[config.mk]
export PLATFORM = sky130hd
export DESIGN_NAME = led_matrix_scan_driver_core
export DESIGN_NICKNAME = d
export VERILOG_FILES = /design/src/rtl/lmsd_pkg.sv /design/src/rtl/lmsd_ram.sv /design/src/rtl/lmsd_front.sv /design/src/rtl/lmsd_queue.sv /design/src/rtl/lmsd_back.sv /design/src/rtl/led_matrix_scan_driver_core.sv
export SDC_FILE = /design/constraint.sdc
export NUM_CORES = 1
export LEC_CHECK = 0
export BUFFER_PORTS_ARGS = -buffer_cell sky130_fd_sc_hd__buf_2
export CORE_MARGIN = 3
export CORE_UTILIZATION = 55
export CTS_BUF_LIST = sky130_fd_sc_hd__clkbuf_8
export DETAILED_ROUTE_END_ITERATION = 6
export PLACE_DENSITY_LB_ADDON = 0.3
export SYNTH_ARGS = -nofsm -noshare
export SYNTH_HDL_FRONTEND = slang
export SYNTH_SLANG_ARGS = --single-unit
[constraint.sdc]
create_clock -name clk -period 3.8 [get_ports clk]
set_input_delay 0.57 -clock clk [delete_from_list [all_inputs] [get_ports clk]]
set_output_delay 0.57 -clock clk [all_outputs]
set_load 0.02 [all_outputs]
[src/rtl/lmsd_pkg.sv]
// lmsd_pkg: shared types, codes and defaults of the led matrix scan driver
// no dependencies; used by every module of the block but lmsd_ram
`timescale 1ns / 1ps

package lmsd_pkg;

    // default sizes handed to the top level parameters
    localparam int SCAN_COLUMNS_DEF = 16;
    localparam int FRAME_WORDS_DEF  = 32;

    // depth of the command queue between front and back end
    localparam int QUEUE_DEPTH = 4;

    // width of one frame store word and the last row index of a scan
    localparam int WORD_W = 16;
    localparam logic [2:0] ROW_LAST = 3'd7;

    // input opcodes
    localparam logic OP_WRITE = 1'b0;
    localparam logic OP_TICK  = 1'b1;

    // result kinds
    localparam logic KIND_SHIFT  = 1'b0;
    localparam logic KIND_ENABLE = 1'b1;

    // command classes produced by the front end
    typedef enum logic [1:0] {
        CMD_WRITE,
        CMD_ENABLE,
        CMD_SCAN
    } cmd_kind_t;

    // one queued command
    typedef struct packed {
        cmd_kind_t   kind;
        logic [4:0]  x;
        logic [3:0]  y;
        logic        value;
    } cmd_t;

    // one result item
    typedef struct packed {
        logic        kind;
        logic [3:0]  lane_bits;
        logic [3:0]  column_select;
        logic        output_enable;
        logic        short_pulse;
        logic        last;
    } res_t;

endpackage

[src/rtl/lmsd_ram.sv]
// lmsd_ram: generic ram, one write port and two registered read ports
// no dependencies
`timescale 1ns / 1ps

module lmsd_ram #(
    parameter int WIDTH = 16,
    parameter int DEPTH = 32
) (
    input  logic                     clk,
    input  logic                     wr_en,
    input  logic [$clog2(DEPTH)-1:0] wr_addr,
    input  logic [WIDTH-1:0]         wr_data,
    input  logic [$clog2(DEPTH)-1:0] rd_addr_a,
    output logic [WIDTH-1:0]         rd_data_a,
    input  logic [$clog2(DEPTH)-1:0] rd_addr_b,
    output logic [WIDTH-1:0]         rd_data_b
);

    logic [WIDTH-1:0] mem [DEPTH];

    // write port and registered reads
    always_ff @(posedge clk)
    begin
        if (wr_en)
        begin
            mem[wr_addr] <= wr_data;
        end
        rd_data_a <= mem[rd_addr_a];
        rd_data_b <= mem[rd_addr_b];
    end

endmodule

[src/rtl/lmsd_front.sv]
// lmsd_front: accepts input items and classifies them into commands
// depends on lmsd_pkg
`timescale 1ns / 1ps

module lmsd_front (
    input  logic            clk,
    input  logic            rst_n,
    input  logic            in_valid,
    output logic            in_stall,
    input  logic            opcode,
    input  logic [4:0]      pixel_x,
    input  logic [3:0]      pixel_y,
    input  logic            pixel_value,
    input  logic            q_full,
    output logic            push,
    output lmsd_pkg::cmd_t  cmd
);

    logic phase_reg;
    logic phase_next;

    // accept whenever the queue has room
    assign in_stall = q_full;
    assign push     = in_valid && !q_full;

    // classify: pixel write, or a tick on the enable or the scan phase
    always_comb
    begin
        cmd.x     = pixel_x;
        cmd.y     = pixel_y;
        cmd.value = pixel_value;
        if (opcode == lmsd_pkg::OP_WRITE)
        begin
            cmd.kind = lmsd_pkg::CMD_WRITE;
        end
        else if (phase_reg)
        begin
            cmd.kind = lmsd_pkg::CMD_SCAN;
        end
        else
        begin
            cmd.kind = lmsd_pkg::CMD_ENABLE;
        end
    end

    // phase flips on every accepted tick
    always_comb
    begin
        phase_next = phase_reg;
        if (push && opcode == lmsd_pkg::OP_TICK)
        begin
            phase_next = !phase_reg;
        end
    end

    always_ff @(posedge clk or negedge rst_n)
    begin
        if (!rst_n)
        begin
            phase_reg <= 1'b0;
        end
        else
        begin
            phase_reg <= phase_next;
        end
    end

endmodule

[src/rtl/lmsd_queue.sv]
// lmsd_queue: short command queue between front and back end
// depends on lmsd_pkg
`timescale 1ns / 1ps

module lmsd_queue #(
    parameter int DEPTH = lmsd_pkg::QUEUE_DEPTH
) (
    input  logic            clk,
    input  logic            rst_n,
    input  logic            push,
    input  lmsd_pkg::cmd_t  push_cmd,
    output logic            full,
    input  logic            pop,
    output lmsd_pkg::cmd_t  head,
    output logic            empty
);

    localparam int PTR_W = (DEPTH > 1) ? $clog2(DEPTH) : 1;
    localparam int CNT_W = $clog2(DEPTH + 1);

    lmsd_pkg::cmd_t   slot_reg [DEPTH];
    logic [PTR_W-1:0] wr_ptr_reg;
    logic [PTR_W-1:0] wr_ptr_next;
    logic [PTR_W-1:0] rd_ptr_reg;
    logic [PTR_W-1:0] rd_ptr_next;
    logic [CNT_W-1:0] count_reg;
    logic [CNT_W-1:0] count_next;
    logic             do_push;
    logic             do_pop;

    assign full    = (count_reg == CNT_W'(DEPTH));
    assign empty   = (count_reg == '0);
    assign head    = slot_reg[rd_ptr_reg];
    assign do_push = push && !full;
    assign do_pop  = pop && !empty;

    // pointer and fill count update
    always_comb
    begin
        wr_ptr_next = wr_ptr_reg;
        rd_ptr_next = rd_ptr_reg;
        count_next  = count_reg;
        if (do_push)
        begin
            wr_ptr_next = (wr_ptr_reg == PTR_W'(DEPTH - 1)) ? '0 : wr_ptr_reg + 1'b1;
        end
        if (do_pop)
        begin
            rd_ptr_next = (rd_ptr_reg == PTR_W'(DEPTH - 1)) ? '0 : rd_ptr_reg + 1'b1;
        end
        if (do_push && !do_pop)
        begin
            count_next = count_reg + 1'b1;
        end
        else if (do_pop && !do_push)
        begin
            count_next = count_reg - 1'b1;
        end
    end

    always_ff @(posedge clk or negedge rst_n)
    begin
        if (!rst_n)
        begin
            wr_ptr_reg <= '0;
            rd_ptr_reg <= '0;
            count_reg  <= '0;
        end
        else
        begin
            wr_ptr_reg <= wr_ptr_next;
            rd_ptr_reg <= rd_ptr_next;
            count_reg  <= count_next;
        end
    end

    // slot storage
    always_ff @(posedge clk)
    begin
        if (do_push)
        begin
            slot_reg[wr_ptr_reg] <= push_cmd;
        end
    end

    // fill count stays in range and moves by at most one
    a_count_range: assert property (@(posedge clk) disable iff (!rst_n)
        count_reg <= CNT_W'(DEPTH))
        else $error("queue fill count out of range");

    a_push_full: assert property (@(posedge clk) disable iff (!rst_n)
        (push && full && !pop) |=> count_reg == $past(count_reg))
        else $error("queue took an item while full");

endmodule

[src/rtl/lmsd_back.sv]
// lmsd_back: carries out queued commands on the frame store, drives results
// depends on lmsd_pkg and lmsd_ram
`timescale 1ns / 1ps

module lmsd_back #(
    parameter int SCAN_COLUMNS = lmsd_pkg::SCAN_COLUMNS_DEF,
    parameter int FRAME_WORDS  = lmsd_pkg::FRAME_WORDS_DEF
) (
    input  logic            clk,
    input  logic            rst_n,
    input  logic            q_empty,
    input  lmsd_pkg::cmd_t  q_head,
    output logic            pop,
    input  logic            full_brightness,
    output logic            out_valid,
    input  logic            out_stall,
    output lmsd_pkg::res_t  res
);

    localparam int COL_W  = $clog2(SCAN_COLUMNS);
    localparam int ADDR_W = $clog2(FRAME_WORDS);
    localparam int CX_W   = COL_W + 5;
    localparam int WRAP_W = (ADDR_W + 1 > 5) ? ADDR_W + 1 : 5;
    localparam int WORD_W = lmsd_pkg::WORD_W;

    typedef enum logic [2:0] {
        B_IDLE,
        B_WR_RD,
        B_WR_UPD,
        B_RD01,
        B_RD23,
        B_PUT,
        B_ENA
    } state_t;

    state_t            state_reg;
    state_t            state_next;
    lmsd_pkg::cmd_t    cmd_reg;
    lmsd_pkg::cmd_t    cmd_next;
    logic [COL_W-1:0]  column_reg;
    logic [COL_W-1:0]  column_next;
    logic [2:0]        row_reg;
    logic [2:0]        row_next;
    logic [1:0]        lanes01_reg;
    logic [1:0]        lanes01_next;
    logic              out_valid_reg;
    logic              out_valid_next;
    lmsd_pkg::res_t    res_reg;
    lmsd_pkg::res_t    res_next;
    logic              valid_reg [FRAME_WORDS];
    logic              valid_next [FRAME_WORDS];
    logic              vld_a_reg;
    logic              vld_a_next;
    logic              vld_b_reg;
    logic              vld_b_next;

    logic [ADDR_W-1:0] addr_a;
    logic [ADDR_W-1:0] addr_b;
    logic [ADDR_W-1:0] wr_addr;
    logic [WORD_W-1:0] rd_data_a;
    logic [WORD_W-1:0] rd_data_b;
    logic [WORD_W-1:0] old_word;
    logic [WORD_W-1:0] mask;
    logic [WORD_W-1:0] wr_data;
    logic              wr_en;
    logic              out_free;
    logic [CX_W-1:0]   col_ext;
    logic [CX_W-1:0]   sel_full;
    logic              col_hi;
    logic              col_none;
    logic [3:0]        bit_idx;
    logic              bit_a;
    logic              bit_b;
    logic [3:0]        lanes;

    // word index of a frame store address, wrapped into a small store
    function automatic logic [ADDR_W-1:0] wrap_word(input logic [4:0] raw);
        logic [WRAP_W-1:0] v;
        v = WRAP_W'(raw);
        for (int i = 0; i < 8; i++)
        begin
            if (v >= WRAP_W'(FRAME_WORDS))
            begin
                v = v - WRAP_W'(FRAME_WORDS);
            end
        end
        return ADDR_W'(v);
    endfunction

    // column decode: upper half reads lanes 0 and 1 only, from 32 up all dark
    assign col_ext  = CX_W'(column_reg);
    assign col_hi   = (col_ext >= CX_W'(16));
    assign col_none = (col_ext >= CX_W'(32));
    assign bit_idx  = col_ext[3:0];
    assign sel_full = CX_W'(SCAN_COLUMNS - 1) - col_ext;

    // read addresses: write target, first pass, second pass
    assign wr_addr = wrap_word({cmd_reg.x[4], cmd_reg.y});
    always_comb
    begin
        case (state_reg)
            B_WR_RD, B_WR_UPD:
            begin
                addr_a = wr_addr;
                addr_b = wr_addr;
            end
            B_RD01:
            begin
                addr_a = col_hi ? wrap_word({2'b10, row_reg}) : wrap_word({2'b00, row_reg});
                addr_b = col_hi ? wrap_word({2'b11, row_reg}) : wrap_word({2'b01, row_reg});
            end
            default:
            begin
                addr_a = wrap_word({2'b10, row_reg});
                addr_b = wrap_word({2'b11, row_reg});
            end
        endcase
    end

    // read data, words never written read as dark
    assign bit_a    = vld_a_reg && rd_data_a[bit_idx];
    assign bit_b    = vld_b_reg && rd_data_b[bit_idx];
    assign lanes    = col_none ? 4'd0
                    : {(col_hi ? 1'b0 : bit_b), (col_hi ? 1'b0 : bit_a), lanes01_reg};

    // pixel merge for a write
    assign old_word = vld_a_reg ? rd_data_a : '0;
    assign mask     = WORD_W'(1) << cmd_reg.x[3:0];
    assign wr_data  = cmd_reg.value ? (old_word | mask) : (old_word & ~mask);
    assign wr_en    = (state_reg == B_WR_UPD);

    assign out_free  = !out_valid_reg || !out_stall;
    assign pop       = (state_reg == B_IDLE) && !q_empty;
    assign out_valid = out_valid_reg;
    assign res       = res_reg;

    lmsd_ram #(
        .WIDTH (WORD_W),
        .DEPTH (FRAME_WORDS)
    ) u_frame (
        .clk       (clk),
        .wr_en     (wr_en),
        .wr_addr   (wr_addr),
        .wr_data   (wr_data),
        .rd_addr_a (addr_a),
        .rd_data_a (rd_data_a),
        .rd_addr_b (addr_b),
        .rd_data_b (rd_data_b)
    );

    // sequencer next state
    always_comb
    begin
        state_next     = state_reg;
        cmd_next       = cmd_reg;
        column_next    = column_reg;
        row_next       = row_reg;
        lanes01_next   = lanes01_reg;
        res_next       = res_reg;
        out_valid_next = out_valid_reg && out_stall;
        vld_a_next     = valid_reg[addr_a];
        vld_b_next     = valid_reg[addr_b];
        valid_next     = valid_reg;
        if (wr_en)
        begin
            valid_next[wr_addr] = 1'b1;
        end

        case (state_reg)
            B_IDLE:
            begin
                if (!q_empty)
                begin
                    cmd_next = q_head;
                    row_next = lmsd_pkg::ROW_LAST;
                    case (q_head.kind)
                        lmsd_pkg::CMD_WRITE:  state_next = B_WR_RD;
                        lmsd_pkg::CMD_SCAN:   state_next = B_RD01;
                        default:              state_next = B_ENA;
                    endcase
                end
            end
            B_WR_RD:
            begin
                state_next = B_WR_UPD;
            end
            B_WR_UPD:
            begin
                state_next = B_IDLE;
            end
            B_RD01:
            begin
                state_next = B_RD23;
            end
            B_RD23:
            begin
                lanes01_next = {bit_b, bit_a};
                state_next   = B_PUT;
            end
            B_PUT:
            begin
                if (out_free)
                begin
                    out_valid_next         = 1'b1;
                    res_next.kind          = lmsd_pkg::KIND_SHIFT;
                    res_next.lane_bits     = lanes;
                    res_next.column_select = sel_full[3:0];
                    res_next.output_enable = 1'b0;
                    res_next.short_pulse   = 1'b0;
                    res_next.last          = (row_reg == 3'd0);
                    if (row_reg == 3'd0)
                    begin
                        column_next = (column_reg == COL_W'(SCAN_COLUMNS - 1))
                                    ? '0 : column_reg + 1'b1;
                        state_next  = B_IDLE;
                    end
                    else
                    begin
                        row_next   = row_reg - 1'b1;
                        state_next = B_RD01;
                    end
                end
            end
            B_ENA:
            begin
                if (out_free)
                begin
                    out_valid_next         = 1'b1;
                    res_next.kind          = lmsd_pkg::KIND_ENABLE;
                    res_next.lane_bits     = 4'd0;
                    res_next.column_select = 4'd0;
                    res_next.output_enable = 1'b1;
                    res_next.short_pulse   = !full_brightness;
                    res_next.last          = 1'b1;
                    state_next             = B_IDLE;
                end
            end
            default:
            begin
                state_next = B_IDLE;
            end
        endcase
    end

    // state, store valid bits and registered outputs
    always_ff @(posedge clk or negedge rst_n)
    begin
        if (!rst_n)
        begin
            state_reg     <= B_IDLE;
            cmd_reg       <= '0;
            column_reg    <= '0;
            row_reg       <= '0;
            lanes01_reg   <= '0;
            out_valid_reg <= 1'b0;
            res_reg       <= '0;
            vld_a_reg     <= 1'b0;
            vld_b_reg     <= 1'b0;
            for (int i = 0; i < FRAME_WORDS; i++)
            begin
                valid_reg[i] <= 1'b0;
            end
        end
        else
        begin
            state_reg     <= state_next;
            cmd_reg       <= cmd_next;
            column_reg    <= column_next;
            row_reg       <= row_next;
            lanes01_reg   <= lanes01_next;
            out_valid_reg <= out_valid_next;
            res_reg       <= res_next;
            vld_a_reg     <= vld_a_next;
            vld_b_reg     <= vld_b_next;
            valid_reg     <= valid_next;
        end
    end

    // a popped command always starts work
    a_pop_starts: assert property (@(posedge clk) disable iff (!rst_n)
        pop |=> state_reg != B_IDLE)
        else $error("command popped but sequencer stayed idle");

    // the column moves on exactly when the latch strobe item is loaded
    a_col_advance: assert property (@(posedge clk) disable iff (!rst_n)
        (state_reg == B_PUT && out_free && row_reg == 3'd0)
        |=> column_reg != $past(column_reg))
        else $error("column did not advance after latch strobe");

    // a scan never leaves the output register mid-row with a stale strobe
    a_strobe_row: assert property (@(posedge clk) disable iff (!rst_n)
        (state_reg == B_PUT && out_free && row_reg != 3'd0)
        |=> !res_reg.last && state_reg == B_RD01)
        else $error("latch strobe on a row other than row zero");

endmodule

[src/rtl/led_matrix_scan_driver_core.sv]
// led_matrix_scan_driver_core: top level of the led matrix scan driver
// depends on lmsd_pkg, lmsd_front, lmsd_queue, lmsd_back, lmsd_ram
//
//  channel   direction  handshake             payload
//  in        input      in_valid / in_stall   opcode, pixel_x, pixel_y, pixel_value
//  out       output     out_valid / out_stall kind, lane_bits, column_select,
//                                             output_enable, short_pulse, last
//  cfg       input      cfg_valid / cfg_ready cfg_data (full_brightness)
//
// back end states: write idle, read, update; enable tick idle, enable; scan
// tick idle, then read, read, put per row: each row needs two passes over the
// two read ports of the frame store ram. the front end takes an item per cycle
// until the four entry command queue fills. reset clears the store through one
// valid bit per word, so no clearing pass is needed. a stalled output holds
// the back end in place while the front end keeps filling the queue.
`timescale 1ns / 1ps

module led_matrix_scan_driver_core #(
    parameter int SCAN_COLUMNS = lmsd_pkg::SCAN_COLUMNS_DEF,
    parameter int FRAME_WORDS  = lmsd_pkg::FRAME_WORDS_DEF
) (
    input  logic       clk,
    input  logic       rst_n,
    input  logic       in_valid,
    output logic       in_stall,
    input  logic       opcode,
    input  logic [4:0] pixel_x,
    input  logic [3:0] pixel_y,
    input  logic       pixel_value,
    output logic       out_valid,
    input  logic       out_stall,
    output logic       kind,
    output logic [3:0] lane_bits,
    output logic [3:0] column_select,
    output logic       output_enable,
    output logic       short_pulse,
    output logic       last,
    input  logic       cfg_valid,
    output logic       cfg_ready,
    input  logic       cfg_data
);

    logic            brightness_reg;
    logic            brightness_next;
    logic            q_full;
    logic            q_empty;
    logic            push;
    logic            pop;
    lmsd_pkg::cmd_t  push_cmd;
    lmsd_pkg::cmd_t  q_head;
    lmsd_pkg::res_t  res;

    // brightness register, always ready
    assign cfg_ready = 1'b1;
    always_comb
    begin
        brightness_next = brightness_reg;
        if (cfg_valid && cfg_ready)
        begin
            brightness_next = cfg_data;
        end
    end

    always_ff @(posedge clk or negedge rst_n)
    begin
        if (!rst_n)
        begin
            brightness_reg <= 1'b1;
        end
        else
        begin
            brightness_reg <= brightness_next;
        end
    end

    // front end: accept and classify
    lmsd_front u_front (
        .clk         (clk),
        .rst_n       (rst_n),
        .in_valid    (in_valid),
        .in_stall    (in_stall),
        .opcode      (opcode),
        .pixel_x     (pixel_x),
        .pixel_y     (pixel_y),
        .pixel_value (pixel_value),
        .q_full      (q_full),
        .push        (push),
        .cmd         (push_cmd)
    );

    // command queue
    lmsd_queue #(
        .DEPTH (lmsd_pkg::QUEUE_DEPTH)
    ) u_queue (
        .clk      (clk),
        .rst_n    (rst_n),
        .push     (push),
        .push_cmd (push_cmd),
        .full     (q_full),
        .pop      (pop),
        .head     (q_head),
        .empty    (q_empty)
    );

    // back end: frame store and result sequencer
    lmsd_back #(
        .SCAN_COLUMNS (SCAN_COLUMNS),
        .FRAME_WORDS  (FRAME_WORDS)
    ) u_back (
        .clk             (clk),
        .rst_n           (rst_n),
        .q_empty         (q_empty),
        .q_head          (q_head),
        .pop             (pop),
        .full_brightness (brightness_reg),
        .out_valid       (out_valid),
        .out_stall       (out_stall),
        .res             (res)
    );

    // result fields
    assign kind          = res.kind;
    assign lane_bits     = res.lane_bits;
    assign column_select = res.column_select;
    assign output_enable = res.output_enable;
    assign short_pulse   = res.short_pulse;
    assign last          = res.last;

endmodule

==> results of run 1 <==
## placed cells by master (no fill, tap or decap), types with 69 or more instances in the layout
master	instances
nor2_1	85
a311oi_1	69
edfxtp_1	560
and3_1	137
nand2_1	115
a2111oi_0	134
clkbuf_8	116
nand2b_1	74
nand3_1	73
nor3_1	141
buf_4	112
o21ai_0	88
dfrtp_1	73
## worst max-delay path, delay by kind of cell (launching register included)
kind,cells,cell delay (ns)
AO/OA/AOI/OAI,2,1.47
AND/OR/NAND/NOR,5,1.18
flip-flops,1,0.57
buffers and inverters,1,0.32
## kinds of logic (layout without fill, tap and decap cells)
| kind of cell | count (synthesis) | count (layout) | share of synthesized area [%] |
|---|---|---|---|
| AO/OA/AOI/OAI | 589 | 589 | 16.00 |
| XOR/XNOR | 7 | 7 | 0.2956 |
| adder cells (fa/ha/maj) | 11 | 11 | 0.4813 |
| buffers and inverters | 237 | 368 | 3.327 |
| flip-flops | 669 | 669 | 65.41 |
| multiplexers | 42 | 42 | 2.415 |
| other | 1 | 1 | 0.01265 |
| AND/OR/NAND/NOR | 692 | 692 | 12.06 |
## through the flow
step	utilization, %	setup slack (ns)
2_1_floorplan	-	0.4833
3_3_place_gp	58.74	0.3987
3_5_place_dp	58.75	0.4796
4_1_cts	62.69	0.4413
5_1_grt	62.69	0.07336
6_report	62.69	0.1257
## routing by layer
| layer | vias to the layer above | GRT usage [%] |
|---|---|---|
| met5 | - | 0 |
| met1 | 10750 | 42.12 |
| li1 | 9118 | - |
| met4 | 2 | 12.63 |
| met2 | 1376 | 44.83 |
| met3 | 239 | 9.015 |
## worst max path at each step
stage	to	cells past startpoint
after floorplan	u_back.u_frame.mem[0][4]	4
after global routing	u_back.vld_b_reg	8
final	u_back.vld_b_reg	8
after CTS	u_back.vld_b_reg	8
after global placement	u_back.vld_b_reg	8
after detailed placement	u_back.vld_b_reg	8
## layout make-up
class,count,area [µm²]
fillers,3905,19760
flip-flops and latches,669,19390
multi-input cells,1342,9494
clock buffers,116,1597
repair buffers,160,1341
well taps,688,860.8
clock inverters,81,481.7
inverters,11,41.29
## what timing repair did
item / in CTS / in global routing
resized for setup: 0 / 0
hold buffers: 1 / 0
setup buffers: 0 / 0
hold endpoints to repair: 2 / 0
==> results.py, run 1 <==
metrics = {
    "worst_setup_path": {
        "slowest_delay_ns": 1.23,
        "crit_fanout": 60,
        "r2r_cells": 8,
        "worstSetupStartpointType": "flop",
        "critical_path.cell_chain": "nor2b_1 -> nand2_8 -> buf_4 -> and3_1 -> a2111oi_0 -> nor3_1 -> o22ai_1 -> nor3_1",
        "cp.required_ns": 4.41,
        "cp.arrival_ns": 4.28,
        "r2r_start": "u_back.state_reg[2]",
        "critPathLaunch": "u_back.state_reg[2]",
        "cpMaxStageDelayCell": "a2111oi_0",
        "cp_common_cell": "nor3_1",
        "r2r-end": "u_back.vld_b_reg",
        "worstSetupPathType": "reg -> reg",
        "regToRegSetupSlack_ns": 0.13,
        "end_kind": "flop",
    },
    "placed_design": {
        "dp.cells": 2869,
        "place_area_mm2": 0.03112,
        "gp_routability_congestion": 1.034,
        "port_buffers": 30,
        "hpwlAfterDp_um": 50750,
    },
    "floorplan": {
        "ios": 32,
        "core_mm2": 0.05297,
        "row_count": 84,
        "die_h_um": 238.1,
        "chipWidth_um": 238.1,
        "dieArea_mm2": 0.05671,
        "initial_core_util_pct": 55.95,
    },
    "route": {
        "wl_met2_um": 38300,
        "wl_met3_um": 10880,
        "drc": 0,
        "drt-initial-drc-count": 3415,
        "drt_wl_total_um": 86210,
        "vias": 21480,
        "drt-met1-wl_um": 33210,
        "viasPerCell": 7.004,
        "routedWlPerCell_um": 28.11,
        "drtPass1Iterations": 6,
        "top_layer_used": "met5",
        "ant_nets": 0,
    },
    "outcome": {
        "status": "complete, but fails checks",
        "failed_checks": "max-capacitance violations, max-slew violations",
    },
    "cells_and_area": {
        "final_nets": 2315,
        "final_cells": 3067,
        "syn_to_final_growth_pct": 12.06,
        "antenna-diode-count": 0,
        "largest_register_ff_count": 512,
        "drive_gt1_share_pct": 17.19,
        "finalInstanceArea_mm2": 0.03321,
    },
    "global_route": {
        "grt_max_degree": 142,
        "antenna_found_initial": 1,
        "grt_pass1_vias": 20460,
        "grt_remaining_overflow": 0,
        "grt_pass1_wl_um": 129700,
        "grtUsageTotal_pct": 30.24,
    },
    "logic_synthesis": {
        "synth_edf_count": 560,
        "yosys.cell_types.count": 65,
        "avgSynthCellArea_um2": 13.18,
        "ys_seq_area_share_pct": 65.41,
        "synth.area.top_cells": "edfxtp_1, dfrtp_1, a2111oi_0",
        "ys_async_sr_fraction_pct": 11.51,
        "synth-seq-cells": 669,
        "syn_area_mm2": 0.02964,
        "synthFlopType": "edfxtp_1",
        "yosys.area.top_type": "edfxtp_1",
        "yosysWarningCount": 0,
        "syn_inst": 2248,
        "synth_fp_nets": 2275,
        "synth_most_common_cell": "edfxtp_1",
        "synth_top_area_share_pct": 56.74,
        "synthTopCellsByCount": "edfxtp_1, clkbuf_1, nor3_1",
    },
    "clock_network": {
        "cts_max_level": 3,
        "clk-insertion-delay-late_ns": 0.73,
        "cts_buffers": 104,
        "clockRootBuffer": "clkbuf_8",
        "cts_tree": "done",
        "clock_sinks": 669,
        "clock_path_buffers": 3,
        "clkTransAtPathRegs_ns": 0.07,
    },
    "timing": {
        "rsz0062_at_grt": "no",
        "timing.fmax_mhz": 272.2,
        "fin_tns_setup_ns": 0,
        "tightest_slew_ns": 1.516,
        "fin_crit_ns": 3.674,
        "period_share_pct": 96.69,
        "finalClockSkew_ns": 0.04767,
        "finalSetupViolations": 0,
        "slew_viol_final": 2,
        "hold_ws_ns": 0.1037,
        "maxSlewHeadroom_pct": -3.696,
        "finalHoldViolCount": 0,
    },
    "run": {
        "drv_cap": 2,
    },
    "hold_path": {
        "hp-class": "in -> reg",
        "min_to": "u_queue.slot_reg[3][6]",
        "min_from": "pixel_x[1]",
        "hold_depth": 1,
    },
}
Power of run 1 is left out: the tool's default activity adds up to more than one toggle a clock period on the data nets, which glitch-free logic cannot reach.
==> run 2, diff against run 1 <==
Settings changed: CORE_MARGIN 3 to 1, RECOVER_POWER set to 25.
==> run 2 against run 1 <==
  * The flow still finishes with violations (max-capacitance violations, max-slew violations)
  * Core utilization increased by 0.43 points
  * Maximum frequency increased by 11%
  * Hold slack got worse by 0.010 ns
  * Sequential cell count unchanged
  * Die area is 3.3% lower
  * Global-route usage up 2.7 points
  * Clock skew shrank 0.0092 ns
  * Critical path depth increased by 1
  * Critical endpoint is now u_back.u_frame.rd_data_a[1]
==> results.py, run 2 (synthesis gave the netlist of run 1 again) <==
metrics = {
    "cells_and_area": {
        "largest_register_ff_count": 512,
        "syn_to_final_growth_pct": 12.59,
        "final_nets": 2324,
        "antenna-diode-count": 0,
        "drive_gt1_share_pct": 16.43,
        "final_common_cell": "edfxtp_1",
        "final_cell_mix": "edfxtp_1, nor3_1, and3_1",
    },
    "worst_setup_path": {
        "cp.arrival_ns": 3.87,
        "crit_fanout": 60,
        "critPathLaunch": "u_back.state_reg[2]",
        "worstSetupStartpointType": "flop",
        "cp.required_ns": 4.37,
        "end_kind": "flop",
        "worstSetupPathType": "reg -> reg",
        "r2r_start": "u_back.state_reg[2]",
    },
    "hold_path": {
        "hp-class": "in -> reg",
        "min_from": "cfg_data",
    },
    "timing": {
        "maxSlewHeadroom_pct": -33.06,
        "rsz0062_at_grt": "no",
        "timing.fmax_mhz": 303.4,
        "slew_viol_final": 96,
        "finalClockSkew_ns": 0.03843,
        "tightest_slew_ns": 1.996,
        "fin_tns_setup_ns": 0,
        "fin_crit_ns": 3.296,
        "period_share_pct": 86.74,
        "finalHoldViolCount": 0,
        "finalSetupViolations": 0,
    },
    "clock_network": {
        "cts_max_level": 3,
        "cts_setup_buffers": 0,
        "clockRootBuffer": "clkbuf_8",
        "cts_tree": "done",
        "clk-insertion-delay-late_ns": 0.74,
        "clkTransAtPathRegs_ns": 0.06,
        "clock_path_buffers": 3,
        "cts_buffers": 107,
        "clock_sinks": 669,
    },
    "global_route": {
        "grt_remaining_overflow": 0,
        "grtUsageTotal_pct": 32.98,
        "grt_pass1_wl_um": 131500,
        "grt_max_degree": 142,
        "antenna_found_initial": 3,
        "grt_pass1_vias": 20500,
    },
    "floorplan": {
        "chipWidth_um": 234.1,
        "initial_core_util_pct": 56.06,
        "ios": 32,
        "dieArea_mm2": 0.05482,
        "core_mm2": 0.05287,
        "die_h_um": 234.1,
        "row_count": 84,
    },
    "route": {
        "ant_nets": 0,
        "routedWlPerCell_um": 29.11,
        "vias": 21470,
        "drt_wl_total_um": 89660,
        "drc": 0,
        "drtPass1Iterations": 6,
        "viasPerCell": 6.970,
        "drt-initial-drc-count": 2851,
    },
    "placed_design": {
        "hpwlAfterDp_um": 53370,
        "port_buffers": 30,
        "gp_routability_congestion": 0.9277,
    },
    "run": {
        "drv_cap": 2,
    },
    "outcome": {
        "status": "complete, but fails checks",
        "failed_checks": "max-capacitance violations, max-slew violations",
    },
}
## run 2: cell types whose count changed in the layout (fill, tap and decap cells not counted), moves of 2 or more
cell	before	now
bufinv_16	5	3
and2_0	0	5
clkinv_1	25	8
buf_12	17	20
clkbuf_1	0	30
buf_2	30	6
clkbuf_2	0	6
clkbuf_8	116	133
inv_1	43	55
o41ai_4	0	2
and2_1	8	3
o41ai_2	6	3
buf_4	112	103
## run 2: repair_timing
action                    CTS  global route
hold buffers                1             0
resized for setup           0             0
hold endpoints to repair   29             0
## run 2: path summary, 6_finish.rpt
path,endpoint,slack (ns),cells after the start
max reg2reg,u_back.u_frame.rd_data_a[1],0.50,9
max,u_back.u_frame.rd_data_a[1],0.50,9
min in group asynchronous,u_back.valid_reg[12],0.86,2
min,brightness_reg,0.09,2
min reg2reg,u_back.valid_reg[19],0.46,1
max in group asynchronous,u_back.valid_reg[24],1.09,3
## run 2: metal layers
layer	track usage [%]	part of all wire (%)	vias up	wire (µm)
met5	0	0	-	0
met4	11.83	2.9	0	2643
met3	9.411	12	177	10840
met2	48.24	45	1327	40170
met1	47.10	40	10840	36010
li1	-	-	9123	-
## run 2: worst max-delay path, stage by stage (launching register included)
cell and delay [ns]:
dfrtp_1 0.68, inv_1 0.24, a21oi_1 0.42, a2111oi_4 0.12
buf_12 0.24, buf_4 0.24, a32o_1 0.24, nor3_1 0.34
o22ai_1 0.15, nor3_1 0.45
## run 2: through the flow
stage	util [%]	std cells	hold slack [ns]	area (µm²)	setup slack [ns]
final	63.12	3080	0.09361	33370	0.5038
after global placement	59.04	2873	0.4453	31210	0.3275
after CTS	63.25	3078	0.02508	33440	0.4028
after global routing	63.12	3080	0.08339	33370	0.3559
after floorplan	-	2248	0.2744	29640	0.4833
after detailed placement	59.04	2873	0.4464	31210	0.4221
## run 2: cell type report
class                           count  area, µm²
Multi-Input combinational cell   1342       9505
Clock inverter                     71      384.1
Inverter                           11      41.29
Clock buffer                      133       1831
Tap cell                          688      860.8
Sequential cell                   669      19390
Fill cell                        3848      19500
Timing Repair Buffer              166       1356
Power of run 2 is left out for the same reason.
